File: src/hw/rtl/uer_pkg.sv
`default_nettype none

package uer_pkg;

    // free-running time-stamp counter width
    localparam int CNT_BITS = 16;

    // field widths
    localparam int PHASE_CNT_W = 8;
    localparam int WAIT_W      = 16;
    localparam int PULSE_W     = 16;
    localparam int FACTOR_W    = 16;
    localparam int DIST_W      = 19;
    localparam int PROD_W      = PULSE_W + FACTOR_W;
    localparam int FRAC_SHIFT  = 8;
    localparam int SCALED_W    = PROD_W - FRAC_SHIFT;

    // stream and configuration port widths
    localparam int S_DATA_W    = 8;
    localparam int M_FIELDS_W  = 4 + PULSE_W + DIST_W;
    localparam int M_DATA_W    = ((M_FIELDS_W + 7) / 8) * 8;
    localparam int CFG_IDX_W   = 2;
    localparam int CFG_DATA_W  = 16;

    // register indexes
    localparam logic [CFG_IDX_W-1:0] REG_TRIG_LOW  = 2'd0;
    localparam logic [CFG_IDX_W-1:0] REG_TRIG_HIGH = 2'd1;
    localparam logic [CFG_IDX_W-1:0] REG_TIMEOUT   = 2'd2;
    localparam logic [CFG_IDX_W-1:0] REG_FACTOR    = 2'd3;

    // register reset values
    localparam logic [7:0]          TRIG_LOW_RST  = 8'd2;
    localparam logic [7:0]          TRIG_HIGH_RST = 8'd10;
    localparam logic [WAIT_W-1:0]   TIMEOUT_RST   = 16'd30000;
    localparam logic [FACTOR_W-1:0] FACTOR_RST    = 16'd1114;

    // saturation limit of the distance
    localparam logic [DIST_W-1:0]   DIST_MAX      = {DIST_W{1'b1}};

    // status codes
    localparam logic STATUS_MEASURED = 1'b0;
    localparam logic STATUS_TIMEOUT  = 1'b1;

    typedef struct packed {
        logic [7:0]          trig_low_ticks;
        logic [7:0]          trig_high_ticks;
        logic [WAIT_W-1:0]   timeout_ticks;
        logic [FACTOR_W-1:0] cm_per_tick_q16;
    } cfg_t;

    typedef struct packed {
        logic [DIST_W-1:0]  distance_q8;
        logic [PULSE_W-1:0] pulse_ticks;
        logic               status;
        logic               result_valid;
        logic               busy_res;
        logic               trig_level;
    } res_t;

endpackage

`default_nettype wire

File: src/hw/rtl/ultrasonic_echo_ranger_top.sv
`default_nettype none

// Ultrasonic echo ranger. Feed one transaction per microsecond tick on the slave
// stream; each one gives exactly one result transaction on the master stream,
// registered in the output register. Ticks are taken back to back at
// one per clock, held only while the output register is full and not being
// taken. A start request while idle drives the trigger low, then high, for the
// configured tick counts, then time-stamps the echo's rising and falling edges
// on a free-running 16-bit counter; the width (modulo 2^16) is scaled by the
// Q0.16 factor to a distance in 1/256 cm, saturated at 524287. If the echo is not
// complete within timeout_ticks ticks of the trigger ending, the result carries
// status timeout with zero width and distance. Registers are written with cfg_we,
// cfg_index, cfg_wdata; the user keeps the stream quiet, the block does not check.
module ultrasonic_echo_ranger_top
    import uer_pkg::*;
(
    input  wire logic                  clk,
    input  wire logic                  rst_n,

    input  wire logic                  s_tvalid,
    output logic                       s_tready,
    // start_req [0], echo_level [1], zero [7:2]
    input  wire logic [S_DATA_W-1:0]   s_tdata,

    output logic                       m_tvalid,
    input  wire logic                  m_tready,
    // trig_level [0], busy_res [1], result_valid [2], status [3],
    // pulse_ticks [19:4], distance_q8 [38:20], zero [39]
    output logic [M_DATA_W-1:0]        m_tdata,

    input  wire logic                  cfg_we,
    input  wire logic [CFG_IDX_W-1:0]  cfg_index,
    input  wire logic [CFG_DATA_W-1:0] cfg_wdata
);

    cfg_t                cfg_reg;
    res_t                res;
    logic                step_en;
    logic                m_tvalid_reg;
    logic [M_DATA_W-1:0] m_tdata_reg;

    // configuration register writes
    always_ff @(posedge clk or negedge rst_n)
    begin
        if (!rst_n)
        begin
            cfg_reg.trig_low_ticks  <= TRIG_LOW_RST;
            cfg_reg.trig_high_ticks <= TRIG_HIGH_RST;
            cfg_reg.timeout_ticks   <= TIMEOUT_RST;
            cfg_reg.cm_per_tick_q16 <= FACTOR_RST;
        end
        else if (cfg_we)
        begin
            unique case (cfg_index)
                REG_TRIG_LOW:  cfg_reg.trig_low_ticks  <= cfg_wdata[7:0];
                REG_TRIG_HIGH: cfg_reg.trig_high_ticks <= cfg_wdata[7:0];
                REG_TIMEOUT:   cfg_reg.timeout_ticks   <= cfg_wdata[WAIT_W-1:0];
                REG_FACTOR:    cfg_reg.cm_per_tick_q16 <= cfg_wdata[FACTOR_W-1:0];
                default:       cfg_reg.trig_low_ticks  <= cfg_reg.trig_low_ticks;
            endcase
        end
    end

    // a tick is taken whenever the output register is free or being emptied
    assign s_tready = !m_tvalid_reg || m_tready;
    assign step_en  = s_tvalid && s_tready;

    uer_core u_core
    (
        .clk        (clk),
        .rst_n      (rst_n),
        .step_en    (step_en),
        .start_req  (s_tdata[0]),
        .echo_level (s_tdata[1]),
        .cfg        (cfg_reg),
        .res        (res)
    );

    // output register valid
    always_ff @(posedge clk or negedge rst_n)
    begin
        if (!rst_n)
        begin
            m_tvalid_reg <= 1'b0;
        end
        else if (step_en)
        begin
            m_tvalid_reg <= 1'b1;
        end
        else if (m_tready)
        begin
            m_tvalid_reg <= 1'b0;
        end
    end

    // output register payload
    always_ff @(posedge clk)
    begin
        if (step_en)
        begin
            m_tdata_reg <= M_DATA_W'(res);
        end
    end

    assign m_tvalid = m_tvalid_reg;
    assign m_tdata  = m_tdata_reg;

endmodule

`default_nettype wire

File: src/hw/rtl/uer_core.sv
`default_nettype none

module uer_core
    import uer_pkg::*;
(
    input  wire logic clk,
    input  wire logic rst_n,
    input  wire logic step_en,
    input  wire logic start_req,
    input  wire logic echo_level,
    input  wire cfg_t cfg,
    output res_t      res
);

    typedef enum logic [2:0] {
        PH_IDLE,
        PH_LOW,
        PH_HIGH,
        PH_RISE,
        PH_FALL
    } phase_t;

    phase_t                 phase_reg, phase_next;
    logic [PHASE_CNT_W-1:0] phase_cnt_reg, phase_cnt_next;
    logic [CNT_BITS-1:0]    free_cnt_reg;
    logic [CNT_BITS-1:0]    rise_stamp_reg, rise_stamp_next;
    logic [WAIT_W-1:0]      wait_cnt_reg, wait_cnt_next;
    logic                   echo_prev_reg;

    logic                   rise, fall;
    logic [CNT_BITS-1:0]    width;
    logic [31:0]            width_ext;
    logic [PULSE_W-1:0]     width_lo;
    logic [PROD_W-1:0]      prod;
    logic [SCALED_W-1:0]    scaled;
    logic [DIST_W-1:0]      dist_sat;

    // edge detection against the previous tick's sample
    assign rise = echo_level && !echo_prev_reg;
    assign fall = !echo_level && echo_prev_reg;

    // echo width and its scaling to distance
    assign width     = free_cnt_reg - rise_stamp_reg;
    assign width_ext = 32'(width);
    assign width_lo  = width_ext[PULSE_W-1:0];
    assign prod      = PROD_W'(width_lo) * PROD_W'(cfg.cm_per_tick_q16);
    assign scaled    = prod[PROD_W-1:FRAC_SHIFT];
    assign dist_sat  = (scaled > SCALED_W'(DIST_MAX)) ? DIST_MAX : scaled[DIST_W-1:0];

    // one tick of the measurement sequence; phases may chain within a tick
    always_comb
    begin
        logic done;
        done            = 1'b0;
        phase_next      = phase_reg;
        phase_cnt_next  = phase_cnt_reg;
        rise_stamp_next = rise_stamp_reg;
        wait_cnt_next   = wait_cnt_reg;
        res             = '0;

        if (phase_next == PH_IDLE && start_req)
        begin
            phase_next     = PH_LOW;
            phase_cnt_next = '0;
        end

        if (phase_next == PH_LOW)
        begin
            if (phase_cnt_next < cfg.trig_low_ticks)
            begin
                phase_cnt_next = phase_cnt_next + 8'd1;
            end
            else
            begin
                phase_next     = PH_HIGH;
                phase_cnt_next = '0;
            end
        end

        if (phase_next == PH_HIGH)
        begin
            if (phase_cnt_next < cfg.trig_high_ticks)
            begin
                res.trig_level = 1'b1;
                phase_cnt_next = phase_cnt_next + 8'd1;
            end
            else
            begin
                phase_next     = PH_RISE;
                phase_cnt_next = '0;
                wait_cnt_next  = '0;
            end
        end

        if (phase_next == PH_RISE || phase_next == PH_FALL)
        begin
            if (phase_next == PH_RISE && rise)
            begin
                rise_stamp_next = free_cnt_reg;
                phase_next      = PH_FALL;
            end
            else if (phase_next == PH_FALL && fall)
            begin
                res.pulse_ticks  = width_lo;
                res.distance_q8  = dist_sat;
                res.result_valid = 1'b1;
                res.status       = STATUS_MEASURED;
                done             = 1'b1;
                phase_next       = PH_IDLE;
            end

            // timeout covers rise and fall together
            if (!done)
            begin
                wait_cnt_next = wait_cnt_next + 16'd1;
                if (wait_cnt_next >= cfg.timeout_ticks)
                begin
                    res.result_valid = 1'b1;
                    res.status       = STATUS_TIMEOUT;
                    res.pulse_ticks  = '0;
                    res.distance_q8  = '0;
                    phase_next       = PH_IDLE;
                end
            end
        end

        res.busy_res = (phase_next != PH_IDLE);
    end

    // sequence state, advanced once per accepted tick
    always_ff @(posedge clk or negedge rst_n)
    begin
        if (!rst_n)
        begin
            phase_reg      <= PH_IDLE;
            phase_cnt_reg  <= '0;
            free_cnt_reg   <= '0;
            rise_stamp_reg <= '0;
            wait_cnt_reg   <= '0;
            echo_prev_reg  <= 1'b0;
        end
        else if (step_en)
        begin
            phase_reg      <= phase_next;
            phase_cnt_reg  <= phase_cnt_next;
            free_cnt_reg   <= free_cnt_reg + CNT_BITS'(1);
            rise_stamp_reg <= rise_stamp_next;
            wait_cnt_reg   <= wait_cnt_next;
            echo_prev_reg  <= echo_level;
        end
    end

    // a finished measurement returns the sequencer to idle
    assert property (@(posedge clk) disable iff (!rst_n)
        rst_n && step_en && res.result_valid |=> phase_reg == PH_IDLE)
    else $error("sequencer not idle after a result");

    // the time-stamp counter moves exactly once per tick
    assert property (@(posedge clk) disable iff (!rst_n)
        rst_n && step_en |=> free_cnt_reg == $past(free_cnt_reg) + CNT_BITS'(1))
    else $error("time-stamp counter skipped or stalled");

    // a held stream must not disturb the sequence
    assert property (@(posedge clk) disable iff (!rst_n)
        rst_n && !step_en |=> $stable(phase_reg) && $stable(wait_cnt_reg))
    else $error("sequence advanced without a transaction");

    // a timeout carries no width and no distance
    assert property (@(posedge clk) disable iff (!rst_n)
        res.result_valid && res.status == STATUS_TIMEOUT
        |-> res.pulse_ticks == '0 && res.distance_q8 == '0)
    else $error("timeout result carries a width");

    // trigger is only driven high inside a measurement
    assert property (@(posedge clk) disable iff (!rst_n)
        res.trig_level |-> res.busy_res && !res.result_valid)
    else $error("trigger high outside a measurement");

endmodule

`default_nettype wire
File: config.mk
export PLATFORM = sky130hd
export DESIGN_NAME = ultrasonic_echo_ranger_top
export DESIGN_NICKNAME = d
export VERILOG_FILES = /design/src/hw/rtl/uer_pkg.sv /design/src/hw/rtl/ultrasonic_echo_ranger_top.sv /design/src/hw/rtl/uer_core.sv
export SDC_FILE = /design/constraint.sdc
export NUM_CORES = 1
export LEC_CHECK = 0
export BUFFER_PORTS_ARGS = -buffer_cell sky130_fd_sc_hd__buf_2
export CAP_MARGIN = 30
export CELL_PAD_IN_SITES_DETAIL_PLACEMENT = 1
export CELL_PAD_IN_SITES_GLOBAL_PLACEMENT = 2
export CORE_UTILIZATION = 41
export CTS_CLUSTER_DIAMETER = 80
export DETAILED_ROUTE_END_ITERATION = 6
export PLACE_DENSITY_LB_ADDON = 0.1
export SYNTH_ARGS = -nofsm -noshare
export SYNTH_HDL_FRONTEND = slang
export SYNTH_SLANG_ARGS = --single-unit
File: constraint.sdc
create_clock -name clk -period 12.3 [get_ports clk]
set_input_delay 1.23 -clock clk [delete_from_list [all_inputs] [get_ports clk]]
set_output_delay 1.23 -clock clk [all_outputs]
set_load 0.02 [all_outputs]
Yosys cells after proc, flatten, opt, wreduce, memory -nomap -nowiden --
Index checks and enable logic that the tools add are counted.
Cells by class: eq/ne operators 7, reductions and logical operators 20, muxes and demuxes 30, order comparisons 4, multipliers 1, add/subtract/negate cells 5
Operators with widths (count):
- $mux 37 | 4
- $mux 16 | 4
- $mux 8 | 5
- $add 16x1->16 const B | 2
- $mul 16x16->32 | 1
- $mux 3 | 10
- $gt 24x19->1 const B | 1
- $mux 19 | 1
- $add 8x1->8 const B | 2
- $ge 16x16->1 | 1
- $lt 8x8->1 | 2
- $sub 16x16->16 | 1
- $reduce_and 2->1 | 4
- $eq 3x2->1 const B | 2
- $logic_and 1x1->1 | 6
- $mux 1 | 6
- $eq 2x2->1 const B | 2
- $eq 3x1->1 const B | 1
- $eq 3x3->1 const B | 1
- $logic_not 1->1 | 3
- $logic_not 3->1 | 1
- $reduce_and 3->1 | 1
- $reduce_bool 3->1 | 1
- $eq 2x1->1 const B | 1
- 3 further kinds | 4
Word-level totals: input port bits 31, output and inout port bits 42, register bits after elaboration 148, logic and storage cells 81

Depth between registers and ports, before layout --
depth in word-level cells 17, gate-level depth with buffers 38, depth with buffers taken out 34

Hierarchy --
From an unflattened synthesis, not the netlist that was laid out.
Second synthesis, totals: cells, all modules 1675, area, all modules 16270.6 um^2
Modules (own cells, without submodules):
- uer_core | times used 1, cells each 1528, area each 13205.2 um^2, sequential area each 1501.4 um^2
- ultrasonic_echo_ranger_top | times used 1, cells each 147, area each 3065.4 um^2, sequential area each 2416.1 um^2

Least setup slack after synthesis --
No wires, ideal clock.
path type flip-flop to flip-flop, start reg u_core.free_cnt_reg[1], end reg m_tdata_reg[35] (netlist: m_tdata[35]), data pin, cell stages (with the launch flop) 33, data arrival time 8312 ps, path slack 3733 ps, required time 12046 ps, period minus slack after synthesis 8567 ps, cells stage by stage dfrtp_1 > ha_1 > nor2b_1 > o21ai_0 > a21boi_1 > o211ai_1 > a21oi_1 > or3_1 > a31o_2 > nor3_1 > clkbuf_1 > nand2_1 > fa_1 > fa_1 > fa_1 > inv_1 > fa_1 > fa_1 > inv_1 > fa_1 > inv_1 > ha_1 > a21o_1 > a21o_1 > a21oi_1 > o21ai_0 > a211oi_1 > o31ai_1 > mux2i_1 > or4_1 > buf_2 > buf_2 > o21a_1
Between the ends: word-level cells in the longest chain between the ends 8
RTL lines:
- from (decl) | line uer_core.sv:25 | logic [CNT_BITS-1:0] free_cnt_reg;
- from (signal assigned) | line uer_core.sv:146 | free_cnt_reg <= free_cnt_reg + CNT_BITS'(1);
- $sub 16x16->16 * | line uer_core.sv:43 | assign width = free_cnt_reg - rise_stamp_reg;
- $mul 16x16->32 * | line uer_core.sv:46 | assign prod = PROD_W'(width_lo) * PROD_W'(cfg.cm_per_tick_q16);
- $gt 24x19->1 | line uer_core.sv:48 | assign dist_sat = (scaled > SCALED_W'(DIST_MAX)) ? DIST_MAX : scaled[DIST_W-1:0];
- $mux 19 * | line uer_core.sv:48
- $mux 37 * | line uer_core.sv:102 | else if (phase_next == PH_FALL && fall)
- $mux 37 * | line uer_core.sv:97 | if (phase_next == PH_RISE && rise)
- $mux 37 | line uer_core.sv:116 | if (wait_cnt_next >= cfg.timeout_ticks)
- $mux 37 * | line uer_core.sv:113 | if (!done)
- to (signal assigned) | line ultrasonic_echo_ranger_top.sv:101 | m_tdata_reg <= M_DATA_W'(res);
- to (decl) | line ultrasonic_echo_ranger_top.sv:40 | logic [M_DATA_W-1:0] m_tdata_reg;
Every way passes the cells marked *; elsewhere a longest branch is shown, timed or not. A chain may end at the register's enable or synchronous reset.

Worst setup path in the final report --
start reg u_core.free_cnt_reg[0], end reg m_tdata_reg[31] (netlist: m_tdata[31]), data pin
The elaborated chain is that of the path after synthesis.

==> impl_metrics.toml <==
[sta]
finalHoldViolations = 0
rsz0062_at_grt = "no"
setup_tns_ns = 0
fmax_ghz = 0.104
max-slew-margin-rel = 0.351
setup_viol = 0
finalClockSkew_ns = 0.0138
fin_crit_ns = 9.64
worst_pin_slew_ns = 0.973
finalCritPeriodShare = 0.784
slew_violations = 0

[die]
die_y_um = 207
dieArea_um2 = 42900
dieWidth_um = 207
fp-row-count = 74
core_um2 = 41200
io_pins = 73
start_util = 0.419

[synthesis]
synth.net_count = 2237
postSynthAreaPerCell_um2 = 9.26
synth_seq_cells = 148
synth.most_common_cell = "inv_1"
netlist_area_um2 = 17200
ys_types = 69
synth-seq-area-share = 0.227
yosysTopAreaCellShare = 0.225
yosys_warnings = 0
synth_top_cells_by_count = "inv_1 (280), nand2_1 (205), fa_1 (194), ha_1 (150), and2_1 (124)"
yosysTopAreaCell = "fa_1"
postSynthCellCount = 1862
ys.flop_type = "dfrtp_1"
synth_area_leaders = "fa_1 (23%), dfrtp_1 (14%), ha_1 (11%)"
synth_edf_count = 39
ys_async_sr_fraction = 0.736

[global_routing]
grt_max_degree = 86
grt_pass1_vias = 13900
track_usage = 0.231
gr-total-overflow = 0
antenna_found_initial = 0
grt_pass1_wl_mm = 76.9

[setup_path]
worstSetupPathType = "register to register"
crit_path_frequent_cell = "fa_1"
crit_slowest_cell = "or4_1"
cp-end-kind = "register"
r2r_cells = 31
cp.required_ns = 12.52
cp-start-kind = "register"
critical_path.max_fanout = 19
cpPeakStageDelay_ns = 0.89
worst_ep_arrival_time_ns = 9.87

[routing]
num_vias = 13000
drc_errors = 1
drt_iter0_drc = 625
final_antenna_net_count = 0
firstDrtPassIters = 7
wl_per_cell_um = 19.5
routed_wl_mm = 47.1
avgViaCountPerCell = 5.38

[final_layout]
stdcell_count = 2416
largest_register_ffs = 48
areaGrowthSynthToFinish_pct = 7.98
n_antenna_cell = 0
drive_above_1_share = 0.111
finalNetCount = 2246
finalCoreUtilization = 0.452

[cts]
cts_setup_buffers = 0
postCtsHoldBufs = 0
cts_root_buffer = "clkbuf_16"
insertion_delay_ns = 0.48
htree_levels = 4
ctsResizeCount = 0
cts.sinks = 148
clkTransAtPathRegs_ns = 0.06
clock_path_buffers = 2
numCtsBuffers = 17
cts_tree = "yes"

[hold_path]
hp-class = "register to register"
holdPathStages = 1

[placement]
dp_cells = 2384
port-buffer-count = 65
hpwl_mm = 35.0
gp_congestion = 0.839

[flow_run]
maxCapViolations = 0

[run_status]
violations = "design-rule violations"
outcome = "finished, violations left"
[per-layer routing]
| layer | up-vias | part of all wire | GRT usage |
|---|---|---|---|
| met3 | 42 | 0.028 | 0.0374 |
| met4 | 0 | 0.017 | 0.0648 |
| li1 | 6109 | - | - |
| met1 | 6676 | 0.48 | 0.313 |
| met5 | - | 0 | 0 |
| met2 | 173 | 0.48 | 0.381 |
[final timing paths]
path / startpoint / endpoint / slack (ns)
worst max-delay path: u_core.free_cnt_reg[0]$_DFFE_PN0P_ / m_tdata[31]$_SDFFCE_PP0P_ / 2.66
worst min register to register: u_core.rise_stamp_reg[0]$_DFFE_PN0P_ / u_core.rise_stamp_reg[0]$_DFFE_PN0P_ / 0.50
max in group asynchronous: rst_n / u_core.wait_cnt_reg[0]$_DFFE_PN0P_ / 10.25
worst min-delay path: u_core.rise_stamp_reg[0]$_DFFE_PN0P_ / u_core.rise_stamp_reg[0]$_DFFE_PN0P_ / 0.50
worst max register to register: u_core.free_cnt_reg[0]$_DFFE_PN0P_ / m_tdata[31]$_SDFFCE_PP0P_ / 2.66
min in group asynchronous: rst_n / u_core.rise_stamp_reg[15]$_DFFE_PN0P_ / 0.75
[metrics by stage]
step | setup WS [ns] | area [µm²] | hold slack (ns)
after global routing | 2.15 | 18600 | 0.521
after detailed placement | 2.61 | 18100 | 0.486
after floorplan | 3.73 | 17200 | 0.449
after CTS | 2.59 | 18600 | 0.504
final | 2.66 | 18600 | 0.504
after global placement | 2.69 | 18100 | 0.479
[area by class of cell]
class / count / area [µm²]
fill: 4749 / 22600
inverter: 280 / 1050
tap: 532 / 666
timing repair buffer: 89 / 508
multi-input combinational: 1335 / 11900
clock inverter: 13 / 111
clock buffer: 19 / 454
sequential: 148 / 3920
[layout by cell type, fill, tap and decap left out, drive strengths merged, types with 8 or more instances in the layout]
master / instances
dfstp: 15
nor4b: 27
nor2: 72
nand2b: 21
xnor2: 37
buf: 89
o211ai: 13
or3: 8
nand2: 205
nor3: 16
and2: 125
a21o: 19
xor2: 24
a21oi: 50
nor2b: 21
clkbuf: 19
a31oi: 10
o21ai: 55
o31ai: 9
fa: 194
nand3: 61
a211oi: 11
dfrtp: 94
and4: 11
a311oi: 9
edfxtp: 39
o21a: 29
mux2: 55
nand4: 19
and3: 19
ha: 150
or4b: 8
inv: 288
[cells by family (layout without fill, tap and decap cells)]
logic type | after synthesis | after routing | synth area share
buf+inv | 379 | 401 | 0.0844
fa+ha+maj | 344 | 344 | 0.334
xor+xnor | 61 | 61 | 0.0310
mux | 61 | 61 | 0.0394
simple gates | 636 | 636 | 0.196
flops | 148 | 148 | 0.227
other cells | 1 | 1 | 0.000217
compound gates | 232 | 232 | 0.0882
[critical path, delay by kind of cell, from the launching register on]
family | cells | cell delay [ns]
and+or+nand+nor | 6 | 2.12
muxes | 2 | 0.40
DFF | 1 | 0.43
adders and majority gates | 9 | 4.11
buffers and inverters | 6 | 0.39
AOI/OAI and AO/OA | 8 | 1.94
Power is left out: the tool's default activity adds up to more than one toggle a clock period on the data nets, which glitch-free logic cannot reach.
